## config.mk

```make
export PLATFORM = sky130hd
export DESIGN_NAME = ihi_sqrt
export DESIGN_NICKNAME = d
export VERILOG_FILES = /design/src/design/ihi_sqrt.sv
export SDC_FILE = /design/constraint.sdc
export NUM_CORES = 1
export LEC_CHECK = 0
export ABC_CLOCK_PERIOD_IN_PS = 17700
export BUFFER_PORTS_ARGS = -buffer_cell sky130_fd_sc_hd__buf_2
export CAP_MARGIN = 20
export CORE_MARGIN = 8
export CORE_UTILIZATION = 60
export DETAILED_ROUTE_END_ITERATION = 6
export PLACE_DENSITY = 0.79
export SETUP_SLACK_MARGIN = 0.05
export SLEW_MARGIN = 20
export SYNTH_ARGS = -nofsm -noshare
export SYNTH_HDL_FRONTEND = slang
export SYNTH_SLANG_ARGS = --single-unit
```

## constraint.sdc

```tcl
create_clock -name clk_i -period 17.7 [get_ports clk_i]
set_input_delay 1.77 -clock clk_i [delete_from_list [all_inputs] [get_ports clk_i]]
set_output_delay 1.77 -clock clk_i [all_outputs]
set_load 0.03 [all_outputs]
```

## src/design/ihi_sqrt.sv

```systemverilog
// iterative integer square root of a 64-bit value, one result bit per cycle
// no dependencies
module ihi_sqrt (
  input  logic        clk_i,
  input  logic        rst_ni,
  input  logic        start_i,
  input  logic [63:0] val_i,
  output logic        done_o,
  output logic [31:0] root_o
);

  logic [63:0] rem_q, rem_d;
  logic [63:0] res_q, res_d;
  logic [5:0]  cnt_q, cnt_d;
  logic        busy_q, busy_d;
  logic        done_q, done_d;
  logic [63:0] trial;

  // bit under test: 1 << (62 - 2*cnt)
  assign trial = res_q + (64'h4000_0000_0000_0000 >> {cnt_q[4:0], 1'b0});

  // one restoring step per cycle
  always_comb begin
    rem_d  = rem_q;
    res_d  = res_q;
    cnt_d  = cnt_q;
    busy_d = busy_q;
    done_d = 1'b0;
    if (start_i) begin
      rem_d  = val_i;
      res_d  = '0;
      cnt_d  = '0;
      busy_d = 1'b1;
    end else if (busy_q) begin
      if (rem_q >= trial) begin
        rem_d = rem_q - trial;
        res_d = (res_q >> 1) + (64'h4000_0000_0000_0000 >> {cnt_q[4:0], 1'b0});
      end else begin
        res_d = res_q >> 1;
      end
      cnt_d = cnt_q + 6'd1;
      if (cnt_q == 6'd31) begin
        busy_d = 1'b0;
        done_d = 1'b1;
      end
    end
  end

  always_ff @(posedge clk_i or negedge rst_ni) begin
    if (!rst_ni) begin
      busy_q <= 1'b0;
      done_q <= 1'b0;
      cnt_q  <= '0;
    end else begin
      busy_q <= busy_d;
      done_q <= done_d;
      cnt_q  <= cnt_d;
    end
  end

  always_ff @(posedge clk_i) begin
    rem_q <= rem_d;
    res_q <= res_d;
  end

  assign done_o = done_q;
  assign root_o = res_q[31:0];

endmodule

```

==> results.md <==
* Synth async-reset ratio at 5.88%
* Status: complete, no violations
* Final count of hold timing violations at 0
* Post-CTS Setup Bufs at 0
* Slew @ Worst Pin at 1.06 ns
* # nets final at 2158
* Hold Crit Depth at 2
* Fin crit share at 46.7%
* Hold Crit Class: flop to flop
* DR WL met2 at 20300 microns
* Final setup fails at 0
* Latest clock arrival within the worst-skew pair at 0.45 ns
* Mapped cell area at 14900 sq um
* Commonest non-fill, non-tap cell in the layout: nand2_1
* CTS resizes at 0
* Top_reg_cell synth: edfxtp_1
* RSZ-0062 raised after global routing: no
* Clock Sinks at 136
* Clk_skew at 0.0178 ns
* Core footprint at 24400 sq um
* DRC Markers at 0
* Min Tclk post-route at 8.27 ns
* Clock-pin transition on the worst setup and hold timing paths at 0.06 ns
* Worst vdd ir at 0.115 mV
* #FFs+latches synth at 136
* First-pass GRT wire length at 75900 microns
* Detail Route met3 WL at 3920 microns
* Vias/cell at 6.51
* GRT overflow at 0
* Leakage power at 6.40 nW
* DR WL/cell at 20.6 microns
* Number of synthesized flops with an enable pin at 64
* Max-Cap Viols at 0
* Worst r2r dst: rem_q[24]
* Top Metal Used: met5
* Synth Instances at 1970
* Commonest non-fill, non-tap cells in the layout: 284 x nand2_1, 198 x o21ai_0, 164 x nor2_1
* Num CTS Buffers at 17
* Via count at 15000
* Post-route insts no fill at 2296
* Post-Route Setup TNS at 0 ns
* Placed Instances at 2263
* M1 WL at 21400 microns
* Flop2flop setup slack at 9.43 ns
* Post-Route WL at 47300 microns
* Clock Path Buffers at 2
* Post-synthesis area per instance at 7.56 sq um
* Origin of the worst setup path: cnt_q[0]
* IO Port Bufs at 99
* Die area at 30100 sq um
* Post-synthesis net count at 2170
* Total Power Consumption at 2.65 mW
* Pwr/cell area at 168 nW/um^2
* GRT Total Usage at 30.8%
* Die Y at 174 microns
* Placer congestion estimate at 0.969
* 1st-pass router iterations at 6
* I/O pin count at 100
* Number of placement rows at 57
* Slew Limit Fails at 0
* Arr. time, crit path at 8.33 ns
* Yosys warns at 0
* Share of cells above drive strength 1 at 9.69%
* CTS tree: built
* # hold bufs at CTS at 0
* Hold Crit Start: res_q[52]
* Max-slew headroom at 28.7%
* P&R area growth vs syn at 6.09%
* End of the worst hold path: res_q[52]
* Vias in the first global route at 14200
* Starting Density at 61.1%
* Hpwl dp at 36000 microns
* H-tree depth at 4
* Chip width at 174 microns
* R2R depth at 26
* Largest net degree at the start of global routing at 86
* Post-DRT Antenna Nets at 0
* DRT iter0 DRCs at 1510
* CP startpoint kind: flop
* CP Max Fanout at 59
* Antenna violations before repair at 1
* WP data required at 17.76 ns
* Sequential share of the synthesized area at 22.8%
* Worst setup EP type: flop
* Max Fclk at 0.121 GHz
* Synth unique cells at 90
* Start of the worst register-to-register path: cnt_q[0]
* Critical Setup Path Class: flop to flop
* Clock Tree Root: clkbuf_16
-- synthesized netlist by cell type (34+ instances only) --
cell      number  area (sq um)
a21o_1        51           383
a21oi_1      121           606
a31oi_1       60           375
clkbuf_1      86           323
dfxtp_1       64          1280
edfxtp_1      64          1920
ha_1         132          1650
inv_1         65           244
nand2_1      285          1070
nand3_1       42           210
nand4_1       34           213
nor2_1       164           616
o21ai_0      198           991
xnor2_1       97           850
xor2_1        63           552
-- through the flow --
step | cell area, sq um | util, % | hold WS [ns] | setup WS (ns)
after floorplan | 14900 | - | 0.479 | 10.36
after global placement | 15200 | 62.3 | 0.508 | 9.74
after global routing | 15800 | 64.8 | 0.557 | 8.91
final | 15800 | 64.8 | 0.525 | 9.43
after detailed placement | 15200 | 62.3 | 0.512 | 9.56
after CTS | 15800 | 64.8 | 0.522 | 9.52
-- sequential cells by signal, summed over array words and instances (netlist names) --
| name | count |
|---|---|
| busy_q | 1 |
| cnt_q | 6 |
| done_o | 1 |
| rem_q | 64 |
| res_q | 64 |
-- area by class of cell --
class	count	area, sq um
diodes	1	2.50
clock buffers	21	474
inverters	65	244
repair buffers	106	551
flip-flops and latches	136	3400
clock inverters	11	131
multi-input cells	1632	10600
well taps	324	405
fillers	2195	8580
-- kinds of logic (layout without fill, tap and decap cells) --
group,after synthesis,in the layout,share of synthesized area (%)
simple gates,669,669,20.5
compound gates,642,642,28.0
buf+inv,202,203,6.07
xor+xnor,160,160,9.40
fa+ha+maj,138,138,11.6
flops,136,136,22.8
mux,23,23,1.63
other cells,0,1,0
-- layer usage --
metal	vias to the layer above	GRT usage, %
li1	7136	-
met1	6981	42.4
met2	719	46.5
met3	117	5.60
met4	2	12.8
met5	-	0
-- power by group --
group / internal (mW) / switching, mW
sequential: 0.484 / 0.104
clock: 0.224 / 0.162
combinational: 0.636 / 1.04
-- how the worst max path moves through the flow --
stage	to	slack [ns]	cells past startpoint
5_1_grt	rem_q[14]	8.91	24
3_3_place_gp	rem_q[7]	9.74	26
3_5_place_dp	rem_q[15]	9.56	26
2_1_floorplan	rem_q[0]	10.36	27
4_1_cts	rem_q[15]	9.52	26
6_report	rem_q[24]	9.43	26
-- critical path, stage by stage, from the launching register on --
cell and delay [ns]:
dfrtp_1 0.43, ha_1 0.26, ha_1 0.17, inv_1 0.08
nor2_1 0.19, ha_1 0.21, nand2_1 0.07, maj3_2 0.37
o31ai_4 0.34, a211oi_1 0.19, or4_4 0.54, nand4b_2 0.13
a31oi_1 0.18, o21bai_1 0.25, a21o_1 0.18, a31oi_1 0.10
xor2_1 0.19, ha_1 0.43, and3_1 0.33, nor4b_1 0.54
o211ai_1 0.21, or4_1 0.52, o211ai_1 0.11, buf_4 0.54
nand2_1 0.24, nand2_2 0.27, buf_4 0.68
No activity file was read; power rests on OpenSTA's default activity.
