## src/design/ihi_pkg.sv

```systemverilog
// package for the imu heading and integrator: widths, codes, cordic table
// no dependencies
package ihi_pkg;

  localparam int unsigned CordicSteps = 16;
  localparam int unsigned OneQ14      = 16384;
  localparam int unsigned FullTurnQ7  = 46080;
  localparam logic [15:0] TimeStepRst = 16'd655;

  // result kinds
  localparam logic [2:0] KIND_ACCEL  = 3'd0;
  localparam logic [2:0] KIND_CHANGE = 3'd1;
  localparam logic [2:0] KIND_ORIENT = 3'd2;
  localparam logic [2:0] KIND_VEL    = 3'd3;
  localparam logic [2:0] KIND_POS    = 3'd4;

  // shared divider command
  typedef struct packed {
    logic              start;
    logic signed [63:0] num;
    logic        [63:0] den;
  } div_cmd_t;

  // atan(2^-i) in degrees, Q.16
  function automatic logic [21:0] atan_deg(input logic [4:0] i);
    logic [21:0] r;
    begin
      case (i)
        5'd0: r = 22'd2949120;  5'd1: r = 22'd1740967;
        5'd2: r = 22'd919879;   5'd3: r = 22'd466945;
        5'd4: r = 22'd234379;   5'd5: r = 22'd117304;
        5'd6: r = 22'd58666;    5'd7: r = 22'd29335;
        5'd8: r = 22'd14668;    5'd9: r = 22'd7334;
        5'd10: r = 22'd3667;    5'd11: r = 22'd1833;
        5'd12: r = 22'd917;     5'd13: r = 22'd458;
        5'd14: r = 22'd229;     5'd15: r = 22'd115;
        5'd16: r = 22'd57;      5'd17: r = 22'd29;
        5'd18: r = 22'd14;      5'd19: r = 22'd7;
        5'd20: r = 22'd4;       5'd21: r = 22'd2;
        5'd22: r = 22'd1;       default: r = 22'd0;
      endcase
      return r;
    end
  endfunction

endpackage

```

## src/design/ihi_div.sv

```systemverilog
// iterative rounded divider, half away from zero, one quotient bit per cycle
// depends on ihi_pkg for the command struct
module ihi_div (
  input  logic              clk_i,
  input  logic              rst_ni,
  input  ihi_pkg::div_cmd_t cmd_i,
  output logic              done_o,
  output logic signed [63:0] quo_o
);

  logic [63:0] a_w;
  logic [63:0] num_q, num_d;
  logic [63:0] den_q, den_d;
  logic [64:0] rem_q, rem_d;
  logic [63:0] quo_q, quo_d;
  logic        neg_q, neg_d;
  logic [6:0]  cnt_q, cnt_d;
  logic        busy_q, busy_d, done_q, done_d;
  logic [64:0] sh;

  assign a_w = cmd_i.num[63] ? (64'd0 - cmd_i.num) : cmd_i.num;
  assign sh  = {rem_q[63:0], num_q[63]};

  // restoring long division of |n| + d/2 by d
  always_comb begin
    num_d  = num_q;
    den_d  = den_q;
    rem_d  = rem_q;
    quo_d  = quo_q;
    neg_d  = neg_q;
    cnt_d  = cnt_q;
    busy_d = busy_q;
    done_d = 1'b0;
    if (cmd_i.start) begin
      num_d  = a_w + (cmd_i.den >> 1);
      den_d  = cmd_i.den;
      rem_d  = '0;
      quo_d  = '0;
      neg_d  = cmd_i.num[63];
      cnt_d  = '0;
      busy_d = 1'b1;
    end else if (busy_q) begin
      num_d = num_q << 1;
      if (sh >= {1'b0, den_q}) begin
        rem_d = sh - {1'b0, den_q};
        quo_d = {quo_q[62:0], 1'b1};
      end else begin
        rem_d = sh;
        quo_d = {quo_q[62:0], 1'b0};
      end
      cnt_d = cnt_q + 7'd1;
      if (cnt_q == 7'd63) begin
        busy_d = 1'b0;
        done_d = 1'b1;
      end
    end
  end

  always_ff @(posedge clk_i or negedge rst_ni) begin
    if (!rst_ni) begin
      busy_q <= 1'b0;
      done_q <= 1'b0;
      cnt_q  <= '0;
    end else begin
      busy_q <= busy_d;
      done_q <= done_d;
      cnt_q  <= cnt_d;
    end
  end

  always_ff @(posedge clk_i) begin
    num_q <= num_d;
    den_q <= den_d;
    rem_q <= rem_d;
    quo_q <= quo_d;
    neg_q <= neg_d;
  end

  assign done_o = done_q;
  assign quo_o  = (den_q == 64'd0) ? 64'sd0 :
                  (neg_q ? $signed(64'd0 - quo_q) : $signed(quo_q));

endmodule

```

## config.mk

```make
export PLATFORM = sky130hd
export DESIGN_NAME = ihi_div
export DESIGN_NICKNAME = d
export VERILOG_FILES = /design/src/design/ihi_pkg.sv /design/src/design/ihi_div.sv
export SDC_FILE = /design/constraint.sdc
export NUM_CORES = 1
export LEC_CHECK = 0
export BUFFER_PORTS_ARGS = -buffer_cell sky130_fd_sc_hd__buf_2
export CAP_MARGIN = 20
export CORE_AREA = 3 3 270 272
export CTS_CLUSTER_DIAMETER = 30
export CTS_CLUSTER_SIZE = 8
export DETAILED_ROUTE_END_ITERATION = 12
export DIE_AREA = 0 0 273 275
export MAX_ROUTING_LAYER = met4
export PLACE_DENSITY = 0.56
export SETUP_SLACK_MARGIN = 0.5
export SYNTH_ARGS = -nofsm -noshare
export SYNTH_HDL_FRONTEND = slang
export SYNTH_SLANG_ARGS = --single-unit
```

## constraint.sdc

```tcl
create_clock -name clk_i -period 4.1 [get_ports clk_i]
set_input_delay 0.205 -clock clk_i [delete_from_list [all_inputs] [get_ports clk_i]]
set_output_delay 0.205 -clock clk_i [all_outputs]
set_load 0.02 [all_outputs]
```

==> results.toml <==
[critical_path]
start_kind = "flop"
path_delay_family = "simple AND/OR/NAND/NOR gates"
rr_startpoint = "num_q[63]$_DFFE_PP_"
critical_path.startpoint = "quo_q[17]$_SDFFE_PP0P_"
r2r_setup_slack_ns = 0.66
arrival_ns = 4.31
critPathMostFrequentCell = "or4_4"
crit_required_ns = 3.89
critPathSlowestCell = "or4_4"
crit_path_max_incr_delay_ns = 0.55
crit_type = "reg2out"
end_kind = "output pin"
crit_fanout = 6
crit_chain = "or4_4 > nor4_4 > nand4_2 > or4_4 > or4_4 > or3_4 > or3_4 > buf_8 > o41ai_4 > xor2_1 > nor2_2 > buf_2"
worstPathBufferInverterCount = 2

[timing]
hold_viol_final = 0
worstMarginPinSlew_ns = 1.15
worst_hold_slack_ns = 0.0747
setup_slack_ns = -0.416
period_minus_slack_ns = 4.52
fin_tns_setup_ns = -8.48
grt_setup_unrepaired = "true"
setup_violations = 41
maxSlewViolCount = 0
slew_headroom_pct = 23.5
finalClockSkew_ns = 0.0447
period_share_pct = 110
clock.fmax_mhz = 221

[floorplan]
die_area_um2 = 75100
die-height_um = 275
rows = 98
core_area_um2 = 71000
die_w_um = 273
start_util_pct = 29.7
pin_count = 196

[run_status]
status = "finished, violations left"
violations = "setup timing"

[logic_synthesis]
yosys.cell_types.count = 71
syn-cell-area_um2 = 21100
async_reset_ff_share_pct = 3.38
synth_edf_count = 129
synth_flop_cell = "edfxtp_1"
yosysTopAreaCell = "edfxtp_1"
synth_nets = 2773
ys_top_cells_by_count = "nor2_1, nand2_1, a21oi_1"
yosysWarnings = 0
synth_top_area_share_pct = 18.4
synth_area_leaders = "edfxtp_1, dfxtp_1, ha_1"
syn_avg_cell_area_um2 = 8.44
synth.most_common_cell = "nor2_1"
synth-seq-cells = 266
syn_inst = 2500
yosysSeqAreaShare_pct = 31.6

[cts]
cts_tree = "done"
clock_sinks = 266
cts.path.max_buffers = 3
h-tree-depth = 3
worstSkewPairLatency_ns = 0.62
root_buffer = "clkbuf_16"
cts_inserted_buffers = 76
clk_pin_slew_ns = 0.04

[cells_and_area]
final_nets = 3434
drive_gt1_share_pct = 34.2
fin_area_um2 = 31700
area_growth_pct = 50.1
antenna-diode-count = 0

[power]
p_leak_nw = 14.5
p_per_area_nw_per_um2 = 390
ir_drop_v = 0.000291

[global_route]
grt-ovfl-total = 0
grt_pass1_vias = 20500
grt_max_degree = 102
grt_pass1_wl_um = 109000
track_usage_pct = 18.7
antenna_found_initial = 2

[place]
place_congestion = 0.970
io_buffers = 195
placed_area_um2 = 25900
place.detailed.hpwl_um = 52800

[route]
drt_iter0_drc = 1192
drcViolationCount = 0
vias = 21000
ant_nets = 0
firstDrtPassIters = 7
routed_via_density = 5.03
wire_per_inst_um = 17.2
wl_um = 71700

[hold_path]
hp-class = "in2async"

[flow_run]
max_cap_violations = 0
metrics by stage:
stage | std cells | util (%) | setup WS, ns | total power, mW
5_1_grt | 4173 | 44.6 | -0.550 | 12.9
6_report | 4173 | 44.6 | -0.416 | 12.3
3_5_place_dp | 3873 | 36.5 | -0.906 | 5.68
2_1_floorplan | 2500 | - | -0.396 | 4.67
4_1_cts | 4132 | 42.6 | -0.413 | 12.2
3_3_place_gp | 3873 | 36.5 | -0.847 | 5.68
area by class of cell:
| type | count | area, um^2 |
|---|---|---|
| fillers | 6819 | 39300 |
| multi-input cells | 1980 | 15100 |
| flip-flops and latches | 266 | 6670 |
| repair buffers | 715 | 5470 |
| clock buffers | 97 | 2100 |
| well taps | 950 | 1190 |
| clock inverters | 43 | 669 |
| inverters | 122 | 458 |
logic make-up (layout without fill, tap and decap cells):
logic type,count (synthesis),after routing,synth area share (%)
and+or+nand+nor,776,776,17.3
adders and majority gates,142,142,8.50
AOI/OAI and AO/OA,711,711,22.5
buffers and inverters,254,977,4.56
muxes,129,129,6.43
DFF,266,266,31.6
xor gates and xnor gates,222,222,9.22
path summary, 6_finish.rpt:
path / end / cells after the start
max in group asynchronous: busy_q$_DFF_PN0_ / 2
worst min-delay path: busy_q$_DFF_PN0_ / 2
worst max-delay path: quo_o[58] / 12
min in group clk_i: num_q[0]$_SDFFCE_PN0P_ / 4
worst max register to register: rem_q[46]$_SDFFE_PP0P_ / 15
worst min register to register: rem_q[61]$_SDFFE_PP0P_ / 2
cells in the final DEF (no fill, tap or decap), types with 13 or more instances in the layout:
cell type	n
mux2_2	41
nor3_1	31
nor4_1	28
and3_1	20
o31ai_1	16
inv_1	117
dfxtp_1	124
o211ai_1	23
mux2i_1	77
or4_4	15
o31ai_4	15
nand2_1	185
buf_6	74
o21ai_0	85
nand3_1	29
buf_4	402
a211oi_1	33
dlygate4sd3_1	66
xnor2_1	118
o21a_1	18
o21bai_1	34
ha_1	134
a21o_1	77
o211a_1	18
xor2_1	95
o21ai_2	27
o31ai_2	13
o21ai_1	15
nand4_1	52
clkbuf_16	77
buf_2	166
nor2_1	268
nor2_2	16
a21oi_2	29
a21oi_1	154
edfxtp_1	129
nand2b_1	16
registers in the layout, summed over array words and instances (netlist names):
| register | count |
|---|---|
| cnt_q | 7 |
| num_q | 64 |
| rem_q | 64 |
| den_q | 64 |
| neg_q | 1 |
| done_o | 1 |
| busy_q | 1 |
| quo_q | 64 |
timing repair:
item / in CTS / in global routing
hold endpoints to repair: 74 / 0
endpoints found under the setup margin: 85 / 123
pin swaps: 91 / 124
gates cloned: 0 / 0
resized for setup: 133 / 246
hold buffers: 66 / 0
buffers inserted: 53 / 41
power breakdown:
group	leakage, nW	total, mW	internal (mW)	switching (mW)
clock network	1.32	6.26	4.39	1.87
logic	10.7	2.82	1.42	1.40
registers	2.47	3.27	3.15	0.118
total	14.5	12.3	8.96	3.38
routing by layer:
metal,global-route usage (%),vias to the layer above,wire length (um)
li1,-,10500,-
met1,23.7,9892,32500
met5,-,-,0
met3,2.81,123,3190
met2,30.3,483,33700
met4,6.74,0,2300
No activity file was read; power rests on OpenSTA's default activity.
